`config.mk`:
```
export PLATFORM = sky130hd
export DESIGN_NAME = kvst_out
export DESIGN_NICKNAME = d
export VERILOG_FILES = /design/src/hdl/kvst_pkg.sv /design/src/hdl/kvst_out.sv
export SDC_FILE = /design/constraint.sdc
export NUM_CORES = 1
export LEC_CHECK = 0
export ABC_AREA = 0
export BUFFER_PORTS_ARGS = -buffer_cell sky130_fd_sc_hd__buf_2
export CAP_MARGIN = 20
export CORE_MARGIN = 2
export CORE_UTILIZATION = 36
export DETAILED_ROUTE_END_ITERATION = 12
export PLACE_DENSITY = 0.84
export SYNTH_ARGS = -nofsm -noshare
export SYNTH_HDL_FRONTEND = slang
export SYNTH_SLANG_ARGS = --single-unit
```
`constraint.sdc`:
```
create_clock -name i_clk -period 0.8 [get_ports i_clk]
set_clock_uncertainty 0.05 [all_clocks]
set_input_delay 0.08 -clock i_clk [delete_from_list [all_inputs] [get_ports i_clk]]
set_output_delay 0.08 -clock i_clk [all_outputs]
set_load 0.05 [all_outputs]
```
`src/hdl/kvst_pkg.sv`:
```
// ---------------------------------------------------------------------------
// kvst_pkg
// Shared types and constants of the keyed vector slot table.
// ---------------------------------------------------------------------------
`default_nettype none

package kvst_pkg;

    // default sizes
    localparam int DEF_SLOTS         = 16;
    localparam int DEF_KEYS          = 64;
    localparam int DEF_MAX_LENGTH    = 16;
    localparam int DEF_ELEMENT_WIDTH = 64;

    // field and register widths
    localparam int OP_W       = 2;
    localparam int STATUS_W   = 3;
    localparam int CFG_IDX_W  = 2;
    localparam int CFG_DATA_W = 7;
    localparam int CAP_W      = 5;
    localparam int LEN_W      = 5;
    localparam int KLIM_W     = 7;

    // register reset values
    localparam logic [CAP_W-1:0]  RST_ACTIVE_SLOTS  = CAP_W'(16);
    localparam logic [LEN_W-1:0]  RST_VECTOR_LENGTH = LEN_W'(16);
    localparam logic [KLIM_W-1:0] RST_KEY_LIMIT     = KLIM_W'(64);

    typedef enum logic [OP_W-1:0] {
        OP_INSERT = 2'd0,
        OP_GET    = 2'd1,
        OP_REMOVE = 2'd2,
        OP_CLEAR  = 2'd3
    } t_op;

    typedef enum logic [STATUS_W-1:0] {
        ST_OK      = 3'd0,
        ST_RANGE   = 3'd1,
        ST_ABSENT  = 3'd2,
        ST_PRESENT = 3'd3,
        ST_FULL    = 3'd4
    } t_status;

    typedef enum logic [CFG_IDX_W-1:0] {
        CFG_ACTIVE_SLOTS  = 2'd0,
        CFG_VECTOR_LENGTH = 2'd1,
        CFG_KEY_LIMIT     = 2'd2
    } t_cfg_idx;

    // effective configuration and table clear request
    typedef struct packed {
        logic [CAP_W-1:0]  cap;
        logic [LEN_W-1:0]  len;
        logic [KLIM_W-1:0] klim;
        logic              clr;
    } t_cfg;

endpackage

`default_nettype wire

```
`src/hdl/kvst_out.sv`:
```
// ---------------------------------------------------------------------------
// kvst_out
// Result register between the sequencer and the output channel.
// ---------------------------------------------------------------------------
`default_nettype none

module kvst_out import kvst_pkg::*; #(
    parameter int ELEMENT_WIDTH = DEF_ELEMENT_WIDTH,
    parameter int OCC_W         = 5
) (
    input  wire logic                     i_clk,
    input  wire logic                     i_rst_n,
    input  wire logic                     i_load,
    input  wire logic [STATUS_W-1:0]      i_status,
    input  wire logic [ELEMENT_WIDTH-1:0] i_value,
    input  wire logic                     i_last,
    input  wire logic [OCC_W-1:0]         i_occ,
    input  wire logic                     i_stall,
    output logic                          o_free,
    output logic                          o_valid,
    output logic      [STATUS_W-1:0]      o_status,
    output logic      [ELEMENT_WIDTH-1:0] o_read_value,
    output logic                          o_last,
    output logic      [OCC_W-1:0]         o_occupancy
);

    logic                     r_valid;
    logic [STATUS_W-1:0]      r_status;
    logic [ELEMENT_WIDTH-1:0] r_value;
    logic                     r_last;
    logic [OCC_W-1:0]         r_occ;

    assign o_free = !r_valid || !i_stall;

    always_ff @(posedge i_clk) begin
        if (!i_rst_n) begin
            r_valid <= 1'b0;
        end else if (i_load) begin
            r_valid <= 1'b1;
        end else if (!i_stall) begin
            r_valid <= 1'b0;
        end
    end

    always_ff @(posedge i_clk) begin
        if (i_load) begin
            r_status <= i_status;
            r_value  <= i_value;
            r_last   <= i_last;
            r_occ    <= i_occ;
        end
    end

    assign o_valid      = r_valid;
    assign o_status     = r_status;
    assign o_read_value = r_value;
    assign o_last       = r_last;
    assign o_occupancy  = r_occ;

endmodule

`default_nettype wire

```
==> impl_metrics.json <==
{
  "synth_top_cell_area_share_pct": 98.4,
  "fin_nets": 393,
  "finalMaxSlewViolations": 0,
  "ir_drop_uv": 1460,
  "setup_viol": 75,
  "path_cells": "buf_6",
  "fp.dieArea_um2": 6830,
  "leakagePower_nw": 1.91,
  "worst_slew_pin_slew_ns": 0.199,
  "utilization_pct": 76.1,
  "cts.sinks": 74,
  "synth_top_family_by_area": "simple AND/OR/NAND/NOR gates",
  "fmax_mhz": 942,
  "fin_ws_ns": -0.262,
  "grt_overflow": 0,
  "cts_buffer_depth": 2,
  "critPathSlowestCell": "edfxtp_1",
  "start_kind": "register",
  "nFillCells": 369,
  "hold_depth": 2,
  "mostFrequentLayoutCells": "buf_2 (76), dlygate4sd3_1 (75), edfxtp_1 (73), buf_6 (73), clkbuf_8 (9)",
  "wirelength_um": 6220,
  "synth-xor-area-share_pct": 0,
  "grtUsageTotal_pct": 18.8,
  "layout-drive-gt1-share_pct": 51.7,
  "worstHoldEndpoint": "o_read_value[39]$_DFFE_PP_",
  "yosys-top-cells-area": "edfxtp_1 (98%), dfxtp_1 (0.90%), nor2b_1 (0.28%)",
  "end_kind": "output pin",
  "area_delta_synth_final_pct": 104,
  "combinationalPowerShare_pct": 23.7,
  "critPathTopFamily": "flip-flops",
  "rsz0062_at_grt": "yes",
  "worst-setup-path-type": "register to output pin",
  "clkTransAtPathRegs_ns": 0.08,
  "cts_setup_buffers": 0,
  "antenna_found_initial": 0,
  "yosys.area_share.adder_pct": 0,
  "port_buffers": 151,
  "outcome": "complete, but fails checks",
  "antenna_cells": 0,
  "layout_commonest_cell": "buf_2",
  "reg2reg_depth": 2,
  "cp_num_buf_inv": 1,
  "violations": "setup timing",
  "place_congestion": 0.658,
  "hp-class": "input pin to register",
  "vias": 1687,
  "regToRegEndpoint": "o_valid$_SDFFE_PN0P_",
  "numCtsBuffers": 9,
  "arrival_ns": 0.93,
  "syn_avg_cell_area_um2": 28.9,
  "rr_startpoint": "o_valid$_SDFFE_PN0P_",
  "ys_ff_latch": 74,
  "relSlewSlack_pct": 86.7,
  "grt_first_pass_wirelength_um": 8690,
  "max_cap_violations": 0,
  "num_rows": 28,
  "muxShareOfSynthArea_pct": 0,
  "drtIter0Drc": 43,
  "max_stage_delay_ns": 0.42,
  "ant_nets": 0,
  "clock_power_share_pct": 27.5,
  "fp.dieH_um": 82.7,
  "start_util_pct": 37.4,
  "drc_errors": 0,
  "period_needed_ns": 1.06,
  "synth_simple_gate_area_share_pct": 0.449,
  "p_sw_share_pct": 28.5,
  "internal_power_w": 0.00697,
  "switching_power_w": 0.00277,
  "cts.root.buffer_cell": "clkbuf_8",
  "hp-start": "i_load",
  "syn_nets": 154,
  "worst-r2r-setup-slack_ns": 0.09,
  "synth-compound-area-share_pct": 0.225,
  "required_ns": 0.67,
  "cts_tree": "done",
  "seqPwrFrac_pct": 48.8,
  "dieWidth_um": 82.7,
  "htree_levels": 3,
  "design.portCount": 152,
  "period_share_pct": 133,
  "post_drt_wl_per_cell_um": 15.7,
  "grt_max_degree": 39,
  "syn-instance-count": 77,
  "syn_area_um2": 2230,
  "power_density_nw_per_um2": 2150,
  "dr.pass1.iters": 4,
  "grt_pass1_vias": 1809,
  "yosysTopAreaCell": "edfxtp_1",
  "dp_slack_ns": -0.0352,
  "coreArea_um2": 5960,
  "cp_max_fo": 1,
  "yosysUniqueCellTypes": 5,
  "ys.warnings.count": 0,
  "yosysSeqAreaShare_pct": 99.3,
  "clkLatencyLatePin_ns": 0.33,
  "hold_viol": 0,
  "viasPerCell": 4.26
}
-- flip-flops by register name (all words and copies together) (netlist names) --
| name | count |
|---|---|
| o_valid | 1 |
| o_last | 1 |
| o_occupancy | 5 |
| o_status | 3 |
| o_read_value | 64 |
-- power groups by stage --
stage          combinational, W  sequential [W]  clock [W]
2_1_floorplan         0.0000143         0.00584          0
3_3_place_gp            0.00164         0.00474          0
3_5_place_dp            0.00166         0.00476          0
4_1_cts                 0.00229         0.00475    0.00274
5_1_grt                 0.00239         0.00478    0.00292
6_report                0.00231         0.00475    0.00268
-- how the worst max path moves through the flow --
stage | start | endpoint | slack [ns] | cells past startpoint
floorplan | o_valid$_SDFFE_PN0P_ | o_valid$_SDFFE_PN0P_ | 0.07 | 2
global placement | i_load | o_occupancy[1]$_DFFE_PP_ | -0.02 | 2
detailed placement | i_load | o_read_value[63]$_DFFE_PP_ | -0.04 | 2
CTS | o_read_value[44]$_DFFE_PP_ | o_read_value[44] | -0.27 | 1
global route | o_read_value[0]$_DFFE_PP_ | o_read_value[0] | -0.31 | 1
finish | o_read_value[0]$_DFFE_PP_ | o_read_value[0] | -0.26 | 1
-- cell usage after synthesis --
| cell | number |
|---|---|
| a21oi_1 | 1 |
| dfxtp_1 | 1 |
| edfxtp_1 | 73 |
| nand2_1 | 1 |
| nor2b_1 | 1 |
-- layout make-up --
| cell class | instances | area (um2) | area share, % |
|---|---|---|---|
| Tap cell | 75 | 93.8 | 2.07 |
| Sequential cell | 74 | 2220 | 48.9 |
| Clock inverter | 4 | 42.5 | 0.938 |
| Timing Repair Buffer | 228 | 2020 | 44.6 |
| Multi-Input combinational cell | 3 | 22.5 | 0.497 |
| Clock buffer | 12 | 135 | 2.98 |
-- timing repair --
item	4_1_cts	5_1_grt
resized for setup	151	1
setup endpoints to repair	75	75
hold buffers	75	0
endpoints found under the hold margin	74	0
-- kinds of logic (layout without fill, tap and decap cells) --
group                  after synthesis  after routing
AOI/OAI and AO/OA                    1              1
buffers and inverters                0            244
DFF                                 74             74
and+or+nand+nor                      2              2
-- through the flow --
step	total power [W]	cell area (um2)	hold WS (ns)	cells	TNS, ns
2_1_floorplan	0.00586	2240	0.129	77	0
3_3_place_gp	0.00638	3130	0.206	305	-0.808
3_5_place_dp	0.00641	3130	0.208	305	-2.00
4_1_cts	0.00978	4530	0.183	396	-17.98
5_1_grt	0.0101	4530	0.190	396	-19.81
6_report	0.00974	4530	0.196	396	-16.31
-- worst reg2reg max path, delay by kind of cell, from the launching register on --
family | cells | cell delay [ns]
AO/OA/AOI/OAI | 1 | 0.12
flip-flops | 1 | 0.37
AND/OR/NAND/NOR | 1 | 0.06
-- per-layer routing --
metal | vias up | part of all wire (%) | track usage (%)
li1 | 788 | - | -
met2 | 110 | 53 | 34.0
met4 | 0 | 2.7 | 11.6
met3 | 15 | 8.9 | 7.72
met5 | - | 0 | 0
met1 | 774 | 35 | 17.2
Note: power is estimated with default switching activity, not from simulation.
