`src/hdl/kvst_pkg.sv`:
```
// ---------------------------------------------------------------------------
// kvst_pkg
// Shared types and constants of the keyed vector slot table.
// ---------------------------------------------------------------------------
`default_nettype none

package kvst_pkg;

    // default sizes
    localparam int DEF_SLOTS         = 16;
    localparam int DEF_KEYS          = 64;
    localparam int DEF_MAX_LENGTH    = 16;
    localparam int DEF_ELEMENT_WIDTH = 64;

    // field and register widths
    localparam int OP_W       = 2;
    localparam int STATUS_W   = 3;
    localparam int CFG_IDX_W  = 2;
    localparam int CFG_DATA_W = 7;
    localparam int CAP_W      = 5;
    localparam int LEN_W      = 5;
    localparam int KLIM_W     = 7;

    // register reset values
    localparam logic [CAP_W-1:0]  RST_ACTIVE_SLOTS  = CAP_W'(16);
    localparam logic [LEN_W-1:0]  RST_VECTOR_LENGTH = LEN_W'(16);
    localparam logic [KLIM_W-1:0] RST_KEY_LIMIT     = KLIM_W'(64);

    typedef enum logic [OP_W-1:0] {
        OP_INSERT = 2'd0,
        OP_GET    = 2'd1,
        OP_REMOVE = 2'd2,
        OP_CLEAR  = 2'd3
    } t_op;

    typedef enum logic [STATUS_W-1:0] {
        ST_OK      = 3'd0,
        ST_RANGE   = 3'd1,
        ST_ABSENT  = 3'd2,
        ST_PRESENT = 3'd3,
        ST_FULL    = 3'd4
    } t_status;

    typedef enum logic [CFG_IDX_W-1:0] {
        CFG_ACTIVE_SLOTS  = 2'd0,
        CFG_VECTOR_LENGTH = 2'd1,
        CFG_KEY_LIMIT     = 2'd2
    } t_cfg_idx;

    // effective configuration and table clear request
    typedef struct packed {
        logic [CAP_W-1:0]  cap;
        logic [LEN_W-1:0]  len;
        logic [KLIM_W-1:0] klim;
        logic              clr;
    } t_cfg;

endpackage

`default_nettype wire

```
`src/hdl/kvst_cfg.sv`:
```
// ---------------------------------------------------------------------------
// kvst_cfg
// Configuration registers with saturation to the built-in sizes.
// ---------------------------------------------------------------------------
`default_nettype none

module kvst_cfg import kvst_pkg::*; #(
    parameter int SLOTS      = DEF_SLOTS,
    parameter int KEYS       = DEF_KEYS,
    parameter int MAX_LENGTH = DEF_MAX_LENGTH
) (
    input  wire logic                  i_clk,
    input  wire logic                  i_rst_n,
    input  wire logic                  i_cfg_we,
    input  wire logic [CFG_IDX_W-1:0]  i_cfg_index,
    input  wire logic [CFG_DATA_W-1:0] i_cfg_data,
    output t_cfg                       o_cfg
);

    logic [CAP_W-1:0]  r_active;
    logic [LEN_W-1:0]  r_vlen;
    logic [KLIM_W-1:0] r_klim;
    logic              hit;

    always_comb begin
        hit = 1'b0;
        unique case (i_cfg_index)
            CFG_ACTIVE_SLOTS, CFG_VECTOR_LENGTH, CFG_KEY_LIMIT: hit = i_cfg_we;
            default: hit = 1'b0;
        endcase
    end

    always_ff @(posedge i_clk) begin
        if (!i_rst_n) begin
            r_active <= RST_ACTIVE_SLOTS;
            r_vlen   <= RST_VECTOR_LENGTH;
            r_klim   <= RST_KEY_LIMIT;
        end else if (i_cfg_we) begin
            unique case (i_cfg_index)
                CFG_ACTIVE_SLOTS:  r_active <= i_cfg_data[CAP_W-1:0];
                CFG_VECTOR_LENGTH: r_vlen   <= i_cfg_data[LEN_W-1:0];
                CFG_KEY_LIMIT:     r_klim   <= i_cfg_data[KLIM_W-1:0];
                default: ;
            endcase
        end
    end

    always_comb begin
        o_cfg.cap  = (int'(r_active) > SLOTS) ? CAP_W'(SLOTS) : r_active;
        if (r_vlen == '0) begin
            o_cfg.len = LEN_W'(1);
        end else begin
            o_cfg.len = (int'(r_vlen) > MAX_LENGTH) ? LEN_W'(MAX_LENGTH) : r_vlen;
        end
        o_cfg.klim = (int'(r_klim) > KEYS) ? KLIM_W'(KEYS) : r_klim;
        // any write to a listed register empties the table
        o_cfg.clr  = hit;
    end

endmodule

`default_nettype wire

```
`config.mk`:
```
export PLATFORM = sky130hd
export DESIGN_NAME = kvst_cfg
export DESIGN_NICKNAME = d
export VERILOG_FILES = /design/src/hdl/kvst_pkg.sv /design/src/hdl/kvst_cfg.sv
export SDC_FILE = /design/constraint.sdc
export NUM_CORES = 1
export LEC_CHECK = 0
export ABC_AREA = 0
export BUFFER_PORTS_ARGS = -buffer_cell sky130_fd_sc_hd__buf_2
export CAP_MARGIN = 40
export CORE_MARGIN = 2
export CORE_UTILIZATION = 40
export CTS_BUF_LIST = sky130_fd_sc_hd__clkbuf_4
export DETAILED_ROUTE_END_ITERATION = 8
export PLACE_DENSITY = 0.75
export SLEW_MARGIN = 20
export SYNTH_ARGS = -nofsm -noshare
export SYNTH_HDL_FRONTEND = slang
export SYNTH_SLANG_ARGS = --single-unit
```
`constraint.sdc`:
```
create_clock -name i_clk -period 2.15 [get_ports i_clk]
set_input_delay 0.215 -clock i_clk [delete_from_list [all_inputs] [get_ports i_clk]]
set_output_delay 0.215 -clock i_clk [all_outputs]
set_load 0.005 [all_outputs]
```
==> run summary, run 1 <==
status = completed
Total GRT Usage = 12.79%
sequential fraction of the synthesis area = 42.70%
global routing's busiest layer = met1
slew margin rel. = 71.58%
vias in the first global route = 519
Worst Hold End = r_klim[5]
r2r endpoint = r_klim[6]
CTS tree = done
Seq cells post-synth = 17
worst path required time = 1930 ps
GRT met3 Usage = 3.704%
Setup Fix Bufs, Post-CTS = 0
die height = 48.64 um
area of the die = 2365 um2
Ant. Diodes = 0
Netlist cell types = 17
largest cells by area after synthesis = dfxtp_1 43%, mux2i_1 20%, nor2b_1 13%
cell type with the highest aggregate area in the netlist = dfxtp_1
crit share post-route = 67.69%
Synth Net Count = 98
top-area cell type share of the netlist area = 42.70%
Syn Area/Cell = 9.268 um2
Synth Instances = 86
RSZ-0062 raised after global routing = no
clock-pin slew on the worst setup and hold paths = 100 ps
Max IR drop VDD = 348.3 uV
drt pass-1 iters = 4
I/O pin cnt = 30
first-pass GRT wire length = 2346 um
DR WL/cell = 10.84 um
# clock sinks = 17
slowest CP cell = or3_1
initial drt markers = 6
Worst R2R Path Depth = 2
slowest stage delay, CP = 360 ps
fraction of layout cells with a size suffix above 1 = 31.25%
critical path arrival = 1240 ps
Cell Area, Placed = 935.9 um2
pre-CTS setup slack = 1010 ps
Worst setup SP type = flop
worst hold path depth = 3
Leak = 0.4481 nW
Detail Route Antenna Nets = 0
Slew Viols, Final = 0
worst-path cell chain = or3_1, a21oi_1, buf_2
FF-to-FF setup slack = 1350 ps
worst hold start = i_cfg_data[5]
mapped cell area = 797.0 um2
Synth Warn # = 0
insertion delay to the later sink of the worst-skew pair = 290 ps
hold_buf cts = 0
Final Power = 0.5638 mW
post-layout util = 50.13%
I/O Buffers = 29
DIE WIDTH = 48.64 um
initial antenna violation count = 0
setup TNS = 0 ps
post-CTS sizing = 0
Core Region = 1922 um2
R2R Path Start = r_klim[6]
cts bufs inserted = 3
clock skew = 0 ps
type of the worst setup path = flop to output pin
GPL Wtd Cong = 0.6730
total wire length = 1507 um
Final nets = 125
Remaining DRCs = 0
routed vias = 651
commonest non-fill, non-tap cell in the layout = buf_2
Vias/cell = 4.683
largest net degree at the start of global routing = 25
Core Rows = 16
M1 GR Usage = 17.95%
Fin. Hold Viols = 0
htree depth = 1
Initial Util = 41.47%
grt met2 use = 16.67%
Root Buffer = clkbuf_4
crit path max fanout = 3
achievable clock frequency = 0.6872 GHz
most frequent cells in the layout = 29 x buf_2, 20 x nand2_1, 17 x dfxtp_1
# setup viols final = 0
Clock Tree Buf Depth = 2
worst setup margin = 694.8 ps
grt ovf = 0
areal power density over the cells = 585.2 nW/um2
Hold Crit Class = input pin to flop
CP endpoint kind = output pin
fin area = 963.4 um2
max cap viols = 0
clock period minus worst slack = 1455 ps
Syn-to-layout area delta = 20.88%
Worst Tran Pin Value = 425.9 ps
worst max-delay path by stage:
stage	startpoint	end	slack (ps)
2_1_floorplan	r_vlen[1]	o_cfg[8]	1120
3_3_place_gp	r_vlen[1]	o_cfg[8]	1040
3_5_place_dp	r_vlen[1]	o_cfg[8]	1010
4_1_cts	r_vlen[1]	o_cfg[8]	680
5_1_grt	r_vlen[1]	o_cfg[8]	620
6_report	r_vlen[1]	o_cfg[8]	690
layout make-up:
cell class	count	area (um2)
flip-flops and latches	17	340.3
clock buffers	3	22.52
inverters	2	7.507
well taps	27	33.78
multi-input cells	60	409.1
fillers	198	958.4
repair buffers	29	145.1
clock inverters	1	5.005
cell families after synthesis:
family / Yosys count / share of synthesized area (%)
multiplexers: 16 / 20.09
buffers and inverters: 9 / 5.966
flip-flops: 17 / 42.70
AND/OR/NAND/NOR: 41 / 28.73
AO/OA/AOI/OAI: 3 / 2.512
state kept, by name (all words and copies together), names as in the netlist:
| name | count |
|---|---|
| r_active | 5 |
| r_klim | 7 |
| r_vlen | 5 |
routing by layer:
layer / up-vias / part of all wire, %
met2: 28 / 40
met3: 5 / 7.1
met5: - / 0
met1: 284 / 50
li1: 334 / -
met4: 0 / 2.9
worst max-delay path: cells and delay by family, from the launching register on:
family / cells / cell delay, ps
buffers and inverters: 1 / 120
AO/OA/AOI/OAI: 1 / 140
AND/OR/NAND/NOR: 1 / 360
flip-flops: 1 / 320
through the flow:
step           cells  hold slack (ps)
6_report         139            155.5
5_1_grt          139            147.7
4_1_cts          139            150.3
3_5_place_dp     135            444.6
3_3_place_gp     135            439.6
2_1_floorplan     86            357.1
where the power goes:
| group | switching (mW) | total [mW] | internal, mW |
|---|---|---|---|
| logic | 0.0304 | 0.0597 | 0.0294 |
| registers | 0.00815 | 0.334 | 0.326 |
| clock network | 0.100 | 0.170 | 0.0693 |
synth_stat cells:
cell type / instances
a21boi_0: 1
a21oi_1: 1
and3b_1: 1
buf_2: 2
buf_4: 1
buf_6: 1
clkbuf_1: 3
dfxtp_1: 17
inv_1: 2
mux2i_1: 16
nand2_1: 20
nand3b_2: 1
nand4b_1: 1
nor2b_1: 16
nor3b_4: 1
o211ai_1: 1
or3_1: 1
No activity file was read; power rests on OpenSTA's default activity.
==> run 2, diff against run 1 <==
--- a/config.mk
+++ b/config.mk
@@ -12,7 +12,7 @@
 export CORE_UTILIZATION = 40
 export CTS_BUF_LIST = sky130_fd_sc_hd__clkbuf_4
 export DETAILED_ROUTE_END_ITERATION = 8
-export PLACE_DENSITY = 0.75
+export PLACE_DENSITY = 0.78
 export SLEW_MARGIN = 20
 export SYNTH_ARGS = -nofsm -noshare
 export SYNTH_HDL_FRONTEND = slang
==> constraint.sdc (replaced) <==
create_clock -name i_clk -period 1.3 [get_ports i_clk]
set_input_delay 0.13 -clock i_clk [delete_from_list [all_inputs] [get_ports i_clk]]
set_output_delay 0.13 -clock i_clk [all_outputs]
set_load 0.005 [all_outputs]
==> run 2 against run 1 <==
Effect of this change: the flow now finishes with violations (setup timing); critical path depth unchanged; core utilization rose by 1.1 points; design area up 2.2%; cell count is 0.72% higher; die area did not move; worst setup slack worse by 770 ps; first-iteration DRC count unchanged; via count rose by 1.1%; hold slack lost 70 ps; sequential share of layout area down 0.51 points; critical path type unchanged; highest routed layer unchanged.
==> run summary, run 2 (synthesis gave the netlist of run 1 again) <==
status = finished with violations
failing checks = setup timing
Reg with most FFs = r_klim
slew margin rel. = 72.35% (+0.78 points)
slowest CP cell = or3_4
die height = 48.64 um (unchanged)
R2R Path Start = r_klim[6]
FF-to-FF setup slack = 510 ps (-840 ps)
Worst Tran Pin Value = 414.3 ps (-11.61 ps)
total wire length = 1657 um (+10%)
first-pass GRT wire length = 2615 um (+11%)
Core Rows = 16 (unchanged)
drt pass-1 iters = 4 (unchanged)
areal power density over the cells = 976.9 nW/um2 (+67%)
met3 wire len = 89 um (-17%)
Total GRT Usage = 14.19% (+1.4 points)
I/O Buffers = 29 (unchanged)
Final nets = 126 (+0.80%)
DR WL/cell = 11.84 um (+9.2%)
Initial Util = 41.47% (unchanged)
top sig layer = met4
Worst R2R Path Depth = 2 (unchanged)
Hold Crit Class = input pin to flop
initial drt markers = 6 (unchanged)
Clock Tree Buf Depth = 2 (unchanged)
DIE WIDTH = 48.64 um (unchanged)
max cap viols = 0 (unchanged)
area of the die = 2365 um2 (unchanged)
Core Region = 1922 um2 (unchanged)
achievable clock frequency = 0.7297 GHz
Vias/cell = 4.700 (+0.35%)
worst setup margin = -70.40 ps (-765.1 ps)
Inst Count DP = 135 (unchanged)
Cell Area, Placed = 935.9 um2 (unchanged)
Worst Hold End = r_klim[5]
metal2 WL = 766 um (+27%)
fraction of layout cells with a size suffix above 1 = 35.40% (+4.1 points)
Remaining DRCs = 0 (unchanged)
commonest non-fill, non-tap cell in the layout = buf_2
most frequent cells in the layout = 29 x buf_2, 20 x nand2_1, 16 x nor2b_1, 16 x mux2i_1, 15 x dfxtp_1
largest net degree at the start of global routing = 25 (unchanged)
Final Non-Filler Cells = 140 (+0.72%)
max reg flops = 7 (unchanged)
grt ovf = 0 (unchanged)
cts bufs inserted = 3 (unchanged)
worst hold path depth = 3 (unchanged)
initial antenna violation count = 0 (unchanged)
type of the worst setup path = flop to output pin
insertion delay to the later sink of the worst-skew pair = 290 ps (about the same)
crit share post-route = 105.4%
Slew Viols, Final = 0 (unchanged)
final hold slack = 85.99 ps (-69.50 ps)
vias in the first global route = 591 (+14%)
# setup viols final = 1 (+1)
clock-pin slew on the worst setup and hold paths = 100 ps (about the same)
I/O pin cnt = 30 (unchanged)
worst-path cell chain = or3_4, a21oi_2, buf_2
Fin. Hold Viols = 0 (unchanged)
fin area = 984.7 um2 (+2.2%)
worst hold start = i_cfg_data[5]
Max IR drop VDD = 613.6 uV (+76%)
post-layout util = 51.24% (+1.1 points)
critical path arrival = 1240 ps (about the same)
worst path required time = 1170 ps (-760 ps)
Worst setup SP type = flop
crit path from = r_vlen[3]
Root Buffer = clkbuf_4
# clock sinks = 17 (unchanged)
r2r endpoint = r_klim[6]
Syn-to-layout area delta = 23.55%
CP endpoint kind = output pin
DP HPWL = 1225 um
htree depth = 1 (unchanged)
setup TNS = -70.40 ps (-70.40 ps)
Ant. Diodes = 0 (unchanged)
Leak = 0.4533 nW (+1.2%)
routed vias = 658 (+1.1%)
slowest stage delay, CP = 380 ps (+20 ps)
CTS tree = done
clock period minus worst slack = 1370 ps
GPL Wtd Cong = 0.7405 (+10%)
RSZ-0062 raised after global routing = yes
Largest regs = r_klim (7), r_active (5), r_vlen (5)
crit path max fanout = 2 (-1)
clock skew = 0 ps (unchanged)
M1 WL = 768 um (+1.7%)
Detail Route Antenna Nets = 0 (unchanged)
run 2: changes by cell type in the layout (fill, tap and decap cells not counted), sizes merged:
| cell | change |
|---|---|
| buf | +1 |
| clkinv | -1 |
| clkbuf | +1 |
run 2: worst max-delay path, delay by kind of cell (launching register included):
kind / cells / cell delay [ps]
AOI/OAI and AO/OA: 1 / 120
buffers and inverters: 1 / 120
DFF: 1 / 330
and+or+nand+nor: 1 / 380
run 2: worst max path at each step:
| stage | end | slack, ps | cells after the start |
|---|---|---|---|
| global route | o_cfg[8] | -130 | 3 |
| detailed placement | o_cfg[8] | 220 | 3 |
| global placement | o_cfg[8] | 270 | 3 |
| finish | o_cfg[8] | -70 | 3 |
| CTS | o_cfg[8] | -90 | 3 |
| floorplan | o_cfg[8] | 360 | 2 |
run 2: routing by layer:
metal	global-route usage, %	up-vias
li1	-	329
met1	18.25	298
met2	22.60	26
met3	2.778	5
met4	7.143	0
met5	0	-
run 2: power breakdown:
group | switching [mW] | internal, mW | leakage [nW] | total (mW)
combinational | 0.0526 | 0.0524 | 0.296 | 0.105
sequential | 0.0148 | 0.540 | 0.139 | 0.555
clock | 0.162 | 0.140 | 0.0184 | 0.302
run 2: cell type report:
type | instances | area, um2
Fill cell | 195 | 937.1
Multi-Input combinational cell | 60 | 417.9
Sequential cell | 17 | 342.8
Timing Repair Buffer | 30 | 152.6
Tap cell | 27 | 33.78
Clock buffer | 4 | 30.03
Inverter | 2 | 7.507
run 2: metrics by stage:
| step | setup WS, ps | total power, mW |
|---|---|---|
| after floorplan | 358.5 | 0.6290 |
| after global placement | 269.6 | 0.6607 |
| after detailed placement | 218.3 | 0.6662 |
| after CTS | -88.70 | 0.9660 |
| after global routing | -127.7 | 1.014 |
| final | -70.40 | 0.9619 |
run 2: repair_timing:
item,in CTS,in global routing
hold buffers,0,0
pin swaps,2,0
setup buffers,0,1
cloned,0,0
setup endpoints to repair,1,1
gates resized for setup,2,2
